File: config.mk
export PLATFORM = sky130hd
export DESIGN_NAME = ggxnd_div_stage
export DESIGN_NICKNAME = d
export VERILOG_FILES = /design/src/rtl/ggxnd_pkg.sv /design/src/rtl/ggxnd_div_stage.sv
export SDC_FILE = /design/constraint.sdc
export NUM_CORES = 1
export LEC_CHECK = 0
export BUFFER_PORTS_ARGS = -buffer_cell sky130_fd_sc_hd__buf_2
export CORE_AREA = 2 2 156 158
export DETAILED_ROUTE_END_ITERATION = 16
export DIE_AREA = 0 0 158 160
export HOLD_SLACK_MARGIN = 0.02
export PLACE_DENSITY = 0.73
export SYNTH_ARGS = -nofsm -noshare
export SYNTH_HDL_FRONTEND = slang
export SYNTH_SLANG_ARGS = --single-unit
File: constraint.sdc
create_clock -name clk -period 3.98 [get_ports clk]
set_clock_uncertainty 0.2 [all_clocks]
set_input_delay 0.199 -clock clk [delete_from_list [all_inputs] [get_ports clk]]
set_output_delay 0.199 -clock clk [all_outputs]
set_load 0.02 [all_outputs]
File: src/rtl/ggxnd_pkg.sv
// Shared types and constants for the GGX normal density pipeline.
package ggxnd_pkg;

  // Fixed widths of the input fields and of the early products.
  localparam int IN_W      = 16;
  localparam int C_W       = 16;
  localparam int C2_W      = 31;
  localparam int A2_W      = 32;
  localparam int A2C_W     = 48;
  localparam int Q_W       = 32;
  localparam int MUL_CHUNK = 32;

  // 1/pi as an unsigned Q0.32 fraction; it fits in 31 bits.
  localparam int                  INV_PI_W   = 31;
  localparam logic [INV_PI_W-1:0] INV_PI_Q32 = 31'd1367130551;

  // One input beat.
  typedef struct packed {
    logic signed [IN_W-1:0] normal_z;
    logic        [IN_W-1:0] roughness;
  } item_t;

  // One result beat.
  typedef struct packed {
    logic [Q_W-1:0] density;
    logic           saturated;
  } result_t;

  // Control tag that travels with an item through the divider stages.
  typedef struct packed {
    logic valid;
    logic zero;
    logic ovf;
  } tag_t;

endpackage

File: src/rtl/ggxnd_div_stage.sv
// One restoring division stage that settles a single quotient bit.
module ggxnd_div_stage
  import ggxnd_pkg::*;
#(
  parameter int R_W   = 100,
  parameter int D_W   = 68,
  parameter int SHIFT = 0
) (
  input  logic           clk,
  input  logic           rst,
  input  logic [R_W-1:0] rem_in,
  input  logic [D_W-1:0] div_in,
  input  logic [Q_W-1:0] quo_in,
  input  tag_t           tag_in,
  output logic [R_W-1:0] rem_out,
  output logic [D_W-1:0] div_out,
  output logic [Q_W-1:0] quo_out,
  output tag_t           tag_out
);

  logic [R_W-1:0] div_sh;
  logic           fits;

  // Trial subtraction of the divisor at this stage's bit weight.
  assign div_sh = R_W'(div_in) << SHIFT;
  assign fits   = (rem_in >= div_sh);

  always_ff @(posedge clk) begin
    rem_out <= fits ? (rem_in - div_sh) : rem_in;
    div_out <= div_in;
    quo_out <= {quo_in[Q_W-2:0], fits};
  end

  // The tag carries the valid bit, so it is cleared on reset.
  always_ff @(posedge clk) begin
    if (rst) begin
      tag_out <= '0;
    end else begin
      tag_out <= tag_in;
    end
  end

endmodule

# Word-level counts from Yosys, hierarchy flattened
# Index checks and enable logic that the tools add are counted.
# Widths: inputs -> output; s select.
# word_totals
reg_bits	203
in_bits	205
output_inout_bits	203
word_cells	9
# op_classes
addsub	1
n_lt_le_gt_ge	1
mux	1
# op_table
operator	count
$ge 100x68->1	1
$mux 100	1
$sub 100x68->100	1

# Longest topological paths before layout
# depth
depth_word	2
ltp_mapped	14
depth_no_buf	14

# Worst setup path after synthesis
# Ideal clock, no wire load.
# synth_path
kind	input-to-reg
from	input rem_in[0]
to	register rem_out[97]
arrival_time_ns	3.056
setup_slack_ns	0.581
stages	13
path_buffers	0
path_cell_list	inv_1 > ha_1 > fa_1 > nand2b_1 > a211oi_1 > o21ai_1 > o21ai_1 > a21oi_1 > o311ai_2 > nand2b_1 > or2_1 > a2111oi_0 > xor2_1
# synth_between
elab_chain_cells	2
elab_cells_between_ends	3
cone_classes	add/sub (1); order compare (1); mux (1)
# synth_lines
element	line_no	source
start, declared	ggxnd_div_stage.sv:11	input logic [R_W-1:0] rem_in,
$sub 100x68->100 / $ge 100x68->1 (equally long branches)	ggxnd_div_stage.sv:29, ggxnd_div_stage.sv:26	
$mux 100 *	ggxnd_div_stage.sv:29	rem_out <= fits ? (rem_in - div_sh) : rem_in;
end signal, assigned	ggxnd_div_stage.sv:29	
end, declared	ggxnd_div_stage.sv:15	output logic [R_W-1:0] rem_out,
# Every way passes the cells marked *; elsewhere a longest branch is shown, timed or not.
# A chain may end at the register's enable or synchronous reset.

# Worst setup path in the final report
# layout_path
from	input rem_in[88]
to	register rem_out[93]
# Same word-level chain as after synthesis.

==> metrics.yaml <==
run_status:
  status: "complete, no violations"
final_layout:
  multi_input_area_mm2: 0.005710
  area_growth_pct: 54.97
  postLayoutCoreUtil_pct: 66.24
  nets: 2118
  layout-drive-gt1-share_pct: 29.27
  finalNonFillerCells: 2182
  regArea_mm2: 0.004064
  nFillCells: 1888
routing:
  via_per_inst: 5.352
  dr_total_vias: 11680
  wl_um: 40550
  drtIter0Drc: 851
  dr.pass1.iters: 5
  post-route-drc-count: 0
  route.antenna.remaining_nets: 0
  routedWlPerCell_um: 18.58
cts:
  cts_root_buffer: "clkbuf_16"
  path_clk_slew_ns: 0.06
  cts_tree: "done"
  cts_buffer_depth: 3
  numClockSinks: 203
  htreeDepth: 1
  cts_buffers: 23
synth:
  synth.most_common_cell: "dfxtp_1"
  yosysWarningCount: 0
  syn_area_mm2: 0.01018
  syn_area_per_cell_um2: 8.498
  syn-num-nets: 1472
  synth_area_leaders: "dfxtp_1, ha_1, a21oi_1"
  seq_area_frac_synth_pct: 39.92
  synthTopCellsByCount: "dfxtp_1, a21oi_1, nor2_1"
  synthArstFlopShare_pct: 0
  netlist_instances: 1198
  netlist.area_leader.share_pct: 39.92
  yosysTopAreaCell: "dfxtp_1"
  synth_cell_type_count: 69
  ys_ff_latch: 203
  synth_ff_type: "dfxtp_1"
  synth_edf_count: 0
pwr:
  p_per_area_mw_per_mm2: 403.3
  power.leakage_nw: 7.486
  ir_worst_vdd_v: 0.0002974
place:
  port-buffer-count: 406
  gp_congestion: 0.9238
  dp_hpwl_um: 28480
  dp.cells: 1938
timing:
  slew_viol_final: 0
  hold_viol: 0
  fin_crit_ns: 3.914
  fin_crit_sh_pct: 98.34
  worstMarginPinSlew_ns: 0.8383
  fmax_mhz: 255.5
  maxSlewHeadroom_pct: 43.68
  setup_violations: 0
die:
  die_area_mm2: 0.02528
  rows: 57
  die_h_um: 160
  start_util_pct: 42.74
  die_x_um: 158
  ios: 408
  core_area_mm2: 0.02382
worst_hold_path:
  hold_path_class: "input port to flip-flop"
  holdCritStartpoint: "quo_in[27]"
worst_setup_path:
  crit_arrival_ns: 4.12
  crit_start: "rem_in[88]"
  critPathRequiredTime_ns: 4.18
  critPathMaxFanout: 5
  start_kind: "input port"
  end_kind: "flip-flop"
  criticalPathCategory: "input port to flip-flop"
global_route:
  grt_max_degree: 87
  grt-ovfl-total: 0
  grt.total_usage_pct: 30.77
  grt_pass1_vias: 11660
  antenna_found_initial: 2
  grt_pass1_wl_um: 61640
flow_run:
  drv_cap: 0
-- placed cells by master (no fill, tap or decap), drive strengths merged, types with 35 or more instances in the layout --
cell type and instances:
dlygate4sd3 203, dfxtp 203, xnor2 59, nand4 35, xor2 35, nor2 111, inv 95, a21oi 154
buf 463, ha 68, nand2 76, o21ai 56
-- critical path, cell delays in order --
cell and delay, ns:
dlygate4sd3_1 0.55, buf_2 0.14, or4_4 0.57, or4_1 0.49
or3_1 0.46, nor4b_2 0.55, o311ai_4 0.25, nor2b_4 0.22
nand2_1 0.11, o41ai_1 0.08, a41o_1 0.23, a2111o_1 0.28
-- metrics by stage --
| stage | setup WS, ns | total power, mW | hold WS, ns | TNS (ns) | instance area [µm²] |
|---|---|---|---|---|---|
| 2_1_floorplan | 0.5812 | 3.392 | 0.02672 | 0 | 10180 |
| 3_3_place_gp | 0.1068 | 4.039 | 0.1011 | 0 | 12870 |
| 3_5_place_dp | 0.03734 | 4.047 | 0.1026 | 0 | 12870 |
| 4_1_cts | 0.003007 | 6.299 | 0.07617 | 0 | 15640 |
| 5_1_grt | -0.02128 | 6.624 | 0.1042 | -0.02128 | 15780 |
| 6_report | 0.06607 | 6.364 | 0.1139 | 0 | 15780 |
-- layout make-up --
cell class | instances | share of cell area (%)
diodes | 3 | 0.04758
clock buffers | 30 | 4.195
inverters | 94 | 2.236
clock inverters | 6 | 0.5075
multi-input cells | 856 | 36.19
flip-flops and latches | 203 | 25.76
well taps | 324 | 2.569
repair buffers | 666 | 28.49
-- state kept, by name (all words and copies together), names as in the netlist --
register	count
rem_out	100
div_out	68
quo_out	32
tag_out	3
-- per-layer routing --
metal	track usage (%)	vias to the layer above	wire, µm
met5	0	-	0
met4	14.41	0	2063
met3	5.645	150	3176
met2	51.46	579	18970
met1	38.11	5406	16340
li1	-	5542	-
-- path summary, 6_finish.rpt --
kind / endpoint / slack [ns] / cells past startpoint
hold / removal: quo_out[28] / 0.11 / 2
setup / recovery: rem_out[93] / 0.07 / 12
-- power breakdown --
part	switching [mW]	internal, mW
clock network	0.875	1.23
logic	1.12	0.792
registers	0.0708	2.27
total	2.07	4.29
-- logic make-up after synthesis --
logic type	count (synthesis)	synth area share, %
AND/OR/NAND/NOR	352	17.24
AO/OA/AOI/OAI	330	19.84
buffers and inverters	139	5.149
multiplexers	11	1.217
adder cells (fa/ha/maj)	69	8.554
flip-flops	203	39.92
XOR/XNOR	94	8.087
-- repair_timing --
item | 4_1_cts | 5_1_grt
hold buffers | 203 | 0
endpoints found under the hold margin | 202 | 0
buffers inserted | 0 | 2
resized for setup | 0 | 22
endpoints found under the setup margin | 0 | 78
Power figures use the tool's default switching activity.
