## src/rtl/ggxnd_pkg.sv

```systemverilog
// Shared types and constants for the GGX normal density pipeline.
package ggxnd_pkg;

  // Fixed widths of the input fields and of the early products.
  localparam int IN_W      = 16;
  localparam int C_W       = 16;
  localparam int C2_W      = 31;
  localparam int A2_W      = 32;
  localparam int A2C_W     = 48;
  localparam int Q_W       = 32;
  localparam int MUL_CHUNK = 32;

  // 1/pi as an unsigned Q0.32 fraction; it fits in 31 bits.
  localparam int                  INV_PI_W   = 31;
  localparam logic [INV_PI_W-1:0] INV_PI_Q32 = 31'd1367130551;

  // One input beat.
  typedef struct packed {
    logic signed [IN_W-1:0] normal_z;
    logic        [IN_W-1:0] roughness;
  } item_t;

  // One result beat.
  typedef struct packed {
    logic [Q_W-1:0] density;
    logic           saturated;
  } result_t;

  // Control tag that travels with an item through the divider stages.
  typedef struct packed {
    logic valid;
    logic zero;
    logic ovf;
  } tag_t;

endpackage

```

## src/rtl/ggxnd_mul.sv

```systemverilog
// Two-stage multiplier built from registered 32x32 partial products.
module ggxnd_mul
  import ggxnd_pkg::*;
#(
  parameter int A_W = 32,
  parameter int B_W = 32
) (
  input  logic               clk,
  input  logic [A_W-1:0]     a,
  input  logic [B_W-1:0]     b,
  output logic [A_W+B_W-1:0] prod
);

  localparam int NA    = (A_W + MUL_CHUNK - 1) / MUL_CHUNK;
  localparam int NB    = (B_W + MUL_CHUNK - 1) / MUL_CHUNK;
  localparam int PA_W  = NA * MUL_CHUNK;
  localparam int PB_W  = NB * MUL_CHUNK;
  localparam int SUM_W = PA_W + PB_W;
  localparam int PP_W  = 2 * MUL_CHUNK;

  logic [PA_W-1:0]  a_pad;
  logic [PB_W-1:0]  b_pad;
  logic [PP_W-1:0]  pp [NA*NB];
  logic [SUM_W-1:0] sum;

  assign a_pad = PA_W'(a);
  assign b_pad = PB_W'(b);

  // First stage: one registered product for each pair of 32-bit chunks.
  for (genvar gi = 0; gi < NA; gi++) begin : g_row
    for (genvar gj = 0; gj < NB; gj++) begin : g_col
      always_ff @(posedge clk) begin
        pp[gi*NB+gj] <= PP_W'(a_pad[gi*MUL_CHUNK +: MUL_CHUNK])
                      * PP_W'(b_pad[gj*MUL_CHUNK +: MUL_CHUNK]);
      end
    end
  end

  // Second stage: the partial products are aligned and summed.
  always_comb begin
    sum = '0;
    for (int i = 0; i < NA; i++) begin
      for (int j = 0; j < NB; j++) begin
        sum = sum + (SUM_W'(pp[i*NB+j]) << (MUL_CHUNK * (i + j)));
      end
    end
  end

  always_ff @(posedge clk) begin
    prod <= sum[A_W+B_W-1:0];
  end

endmodule

```

## config.mk

```make
export PLATFORM = sky130hd
export DESIGN_NAME = ggxnd_mul
export DESIGN_NICKNAME = d
export VERILOG_FILES = /design/src/rtl/ggxnd_pkg.sv /design/src/rtl/ggxnd_mul.sv
export SDC_FILE = /design/constraint.sdc
export NUM_CORES = 2
export LEC_CHECK = 0
export ABC_AREA = 1
export ABC_CLOCK_PERIOD_IN_PS = 9200
export BUFFER_PORTS_ARGS = -buffer_cell sky130_fd_sc_hd__buf_2
export CAP_MARGIN = 20
export CORE_ASPECT_RATIO = 0.9
export CORE_UTILIZATION = 55
export CTS_CLUSTER_SIZE = 16
export DETAILED_ROUTE_END_ITERATION = 10
export PLACE_DENSITY = 0.73
export SYNTH_ARGS = -nofsm -noshare
export SYNTH_HDL_FRONTEND = slang
export SYNTH_SLANG_ARGS = --single-unit
```

## constraint.sdc

```tcl
create_clock -name clk -period 9.2 [get_ports clk]
set_input_delay 1.38 -clock clk [delete_from_list [all_inputs] [get_ports clk]]
set_output_delay 1.38 -clock clk [all_outputs]
set_load 0.05 [all_outputs]
```

Word-level counts from Yosys, hierarchy flattened
Memory sizes are Yosys's and may differ from the RTL's. A register that Yosys moved wholly into a read port is not among the register bits.
Cells that the tools add are included.
{"block": "word_totals", "mem_bits_rw": 64, "ff_bits": 0, "memories": 1, "input_bits": 65}
{"name": "pp", "words": 1, "word_bits": 64, "rd": 1, "rd_clocked_by_memory_dff": 1, "write_ports": 1, "line": "ggxnd_mul.sv:23", "source": "logic [PP_W-1:0] pp [NA*NB];"}
{"block": "op_classes", "multipliers": 1}
{"cell": "$mul 32x32->64", "n": 1}

Longest topological paths before layout
{"block": "depth", "ltp_word": 1, "mapped_depth": 30, "ltp_nobuf": 29}

Worst setup path after synthesis
OpenSTA, ideal clock, no wires.
{"block": "synth_path", "kind": "input to register", "startpoint": "in a[25]", "endpoint": "mem pp[0][60] in the netlist's numbering", "path_buffers": 1, "t_arrival_ns": 7.078, "path_slack_ns": 2.010, "required_ns": 9.088, "cell_stages": 26, "cell_sequence": "clkbuf_1 > nand2_1 > fa_1 > inv_1 > fa_1 > inv_1 > fa_1 > inv_1 > fa_1 > fa_1 > fa_1 > fa_1 > inv_1 > fa_1 > inv_1 > ha_1 > nand2_1 > nand2_1 > a21oi_1 > nand2_1 > nand2_1 > nand2_1 > a21oi_1 > nand2_1 > nand2_1 > nand2_1"}
{"block": "synth_between", "elab_chain_len": 1}
{"item": "from (decl)", "line": "ggxnd_mul.sv:9", "source": "input logic [A_W-1:0] a,"}
{"item": "$mul 32x32->64", "line": "ggxnd_mul.sv:34", "source": "* PP_W'(b_pad[gj*MUL_CHUNK +: MUL_CHUNK]);"}
{"item": "to (decl)", "line": "ggxnd_mul.sv:23"}
No other way between the ends.

Worst setup path after layout
{"block": "layout_path", "startpoint": "in a[15]", "endpoint": "mem pp[0][38] in the netlist's numbering"}
Same word-level chain as after synthesis.

==> flow_summary_export.csv <==
group,metric,value,unit
status,status,"completed",
worst_setup_path,crit_path_end_kind,"flip-flop",
min_path,min-delay-path-class,"flip-flop to flip-flop",
yosys,synth-seq-cells,128,
worst_setup_path,critPathMaxFanout,32,
routing,firstDrtPassIters,5,
worst_setup_path,crit_type,"input pin to flip-flop",
min_path,min_path_cells,0,
sta,setup_viol,0,
die,die_h,254,microns
worst_setup_path,reg2reg_to,"prod[57]$_DFF_P_",
placed_design,portBuffers,128,
placed_design,gp_congestion,0.988,
sta,rsz0062_at_grt,"no",
cts,post_cts_buffers,0,
sta,hold_ws,0.323,ns
grt,antenna_found_initial,4,
placed_design,hpwlAfterDp,83600,microns
routing,routed_via_density,4.99,
worst_setup_path,required,9.51,ns
die,num_rows,91,
die,io_pins,129,
yosys,syn-instance-count,5083,
routing,ant_nets,0,
finish,fin_nets,6286,
yosys,synth.distinct_cells,23,
cts,clkSinkCount,128,
cts,cts_resized,0,
finish,drive_above_1_share,0.0500,
yosys,syn_area,0.0387,sq mm
sta,finalCritPeriodShare,0.851,
cts,cts_hold_buf,0,
die,coreArea,0.0690,sq mm
cts,worstSkewPairLatency,0.43,ns
die,start_util,0.561,
min_path,worstHoldEndpoint,"prod[7]$_DFF_P_",
routing,drt-total-wl,101000,microns
grt,grt_pass1_vias,31500,
grt,overflow,0,
sta,worst_pin_slew,0.931,ns
sta,period_needed,7.83,ns
routing,vias,30000,
worst_setup_path,cp.arrival,8.15,ns
yosys,synth_nets,6307,
min_path,holdCritStartpoint,"pp[0][7]$_DFF_P_",
routing,drc,0,
sta,slew_headroom,0.379,
sta,skew,0.0105,ns
yosys,yosys_warnings,0,
cts,path_clk_slew,0.07,ns
grt,grt_pass1_wl,166000,microns
yosys,syn_avg_cell_area,7.61,sq um
cts,cts_buffer_depth,2,
cts,cts_tree,"done",
die,dieArea,0.0714,sq mm
cts,clockRootBuffer,"clkbuf_16",
yosys,synth-seq-area-share,0.0662,
sta,hold_violations,0,
finish,area_growth_syn_to_layout,4.86,%
grt,grt_max_degree,33,
worst_setup_path,worst-r2r-cell-count,0,
sta,slew_viol_final,0,
die,die_w,282,microns
finish,nFillCells,6320,
sta,fmax,128,MHz
cts,cts_max_level,4,
cts,cts_buffers,17,
worst_setup_path,r2r_slack,8.65,ns
grt,grtUsageTotal,0.301,
routing,wl_per_cell,16.8,microns
flow_run,drv_cap,0,
worst_setup_path,r2r_start,"pp[0][57]$_DFF_P_",
sta,tns,0,ns
routing,drt-initial-drc-count,2134,
worst_setup_path,cp-start-kind,"input pin",
## layer usage
| layer | wire, microns | up-vias | global-route usage |
|---|---|---|---|
| met5 | 22 | - | 0 |
| met4 | 3120 | 4 | 0.0898 |
| met3 | 8100 | 196 | 0.0465 |
| met2 | 48800 | 1211 | 0.509 |
| met1 | 40900 | 14800 | 0.401 |
| li1 | - | 13800 | - |
## worst max-delay path by stage
stage	startpoint	endpoint	depth (start not counted)
2_1_floorplan	a[25]	pp[0][60]$_DFF_P_	26
3_3_place_gp	a[25]	pp[0][54]$_DFF_P_	25
3_5_place_dp	a[25]	pp[0][54]$_DFF_P_	25
4_1_cts	a[25]	pp[0][54]$_DFF_P_	25
5_1_grt	a[16]	pp[0][58]$_DFF_P_	24
6_report	a[15]	pp[0][38]$_DFF_P_	23
## kinds of logic after synthesis
family,count (synthesis),share of synthesized area
compound gates,59,0.00851
xor+xnor,36,0.00815
fa+ha+maj,1159,0.549
buf+inv,1925,0.187
flops,128,0.0662
simple gates,1776,0.182
## flip-flops by register name, summed over array words and instances (netlist names)
register  cells
prod         64
pp           64
## layout by cell type, fill, tap and decap left out, types with 6 or more instances in the layout
cell type and n:
clkbuf_16 17, clkinv_8 6, buf_4 24, ha_1 263, nand2_2 16, inv_2 10, nand3_1 59, o21bai_1 11
nor3_1 10, nand3_2 7, a21oi_1 45, fa_1 896, buf_2 128, xor2_1 32, nand4_1 16, dfxtp_1 128
inv_1 1723, nor2_1 73, nor3_2 7, nor2_2 23, nand2_1 1559
## final cells by class
type / instances / area, sq um / share of cell area
clock inverters: 15 / 186 / 0.00460
inverters: 1733 / 6500 / 0.160
diodes: 2 / 5.00 / 0.000123
well taps: 930 / 1160 / 0.0287
clock buffers: 17 / 425 / 0.0105
multi-input cells: 3030 / 28900 / 0.712
flip-flops and latches: 128 / 2560 / 0.0632
repair buffers: 152 / 821 / 0.0202
## cells in the mapped netlist, drive strengths merged
| cell type | n | area, sq um |
|---|---|---|
| dfxtp | 128 | 2560 |
| nand4 | 16 | 100 |
| a21oi | 45 | 225 |
| fa | 896 | 17900 |
| nand2 | 1575 | 5950 |
| nand3 | 66 | 365 |
| ha | 263 | 3290 |
| nor3 | 18 | 136 |
| o21bai | 12 | 93.8 |
| xor2 | 32 | 280 |
| o21ai | 2 | 10.0 |
| inv | 1733 | 6500 |
| nor2 | 101 | 474 |
| xnor2 | 4 | 35.0 |
| clkbuf | 192 | 721 |
## through the flow
step	util	instances	setup WS [ns]	area (sq um)
after global placement	0.579	5973	0.933	40000
after floorplan	-	5083	2.01	38700
after detailed placement	0.579	5973	0.983	40000
final	0.588	6007	1.37	40600
after CTS	0.588	6005	1.40	40600
after global routing	0.588	6006	1.09	40600
## worst max-delay path, cell delays in order
cell and delay (ns):
buf_2 0.68, nand2_1 0.10, inv_1 0.13, fa_1 0.43, fa_1 0.50, fa_1 0.53, inv_1 0.05, fa_1 0.50
inv_1 0.06, fa_1 0.48, fa_1 0.60, fa_1 0.48, fa_1 0.49, ha_1 0.43, nand2_1 0.13, nor2_1 0.20
nand2_1 0.12, inv_1 0.10, nand4_1 0.09, nand3_1 0.24, nand3_1 0.20, nand3_1 0.11, nand2_1 0.05
Power is not shown: default switching activity piles up to over one toggle a cycle in this logic, so the estimate is an artifact.
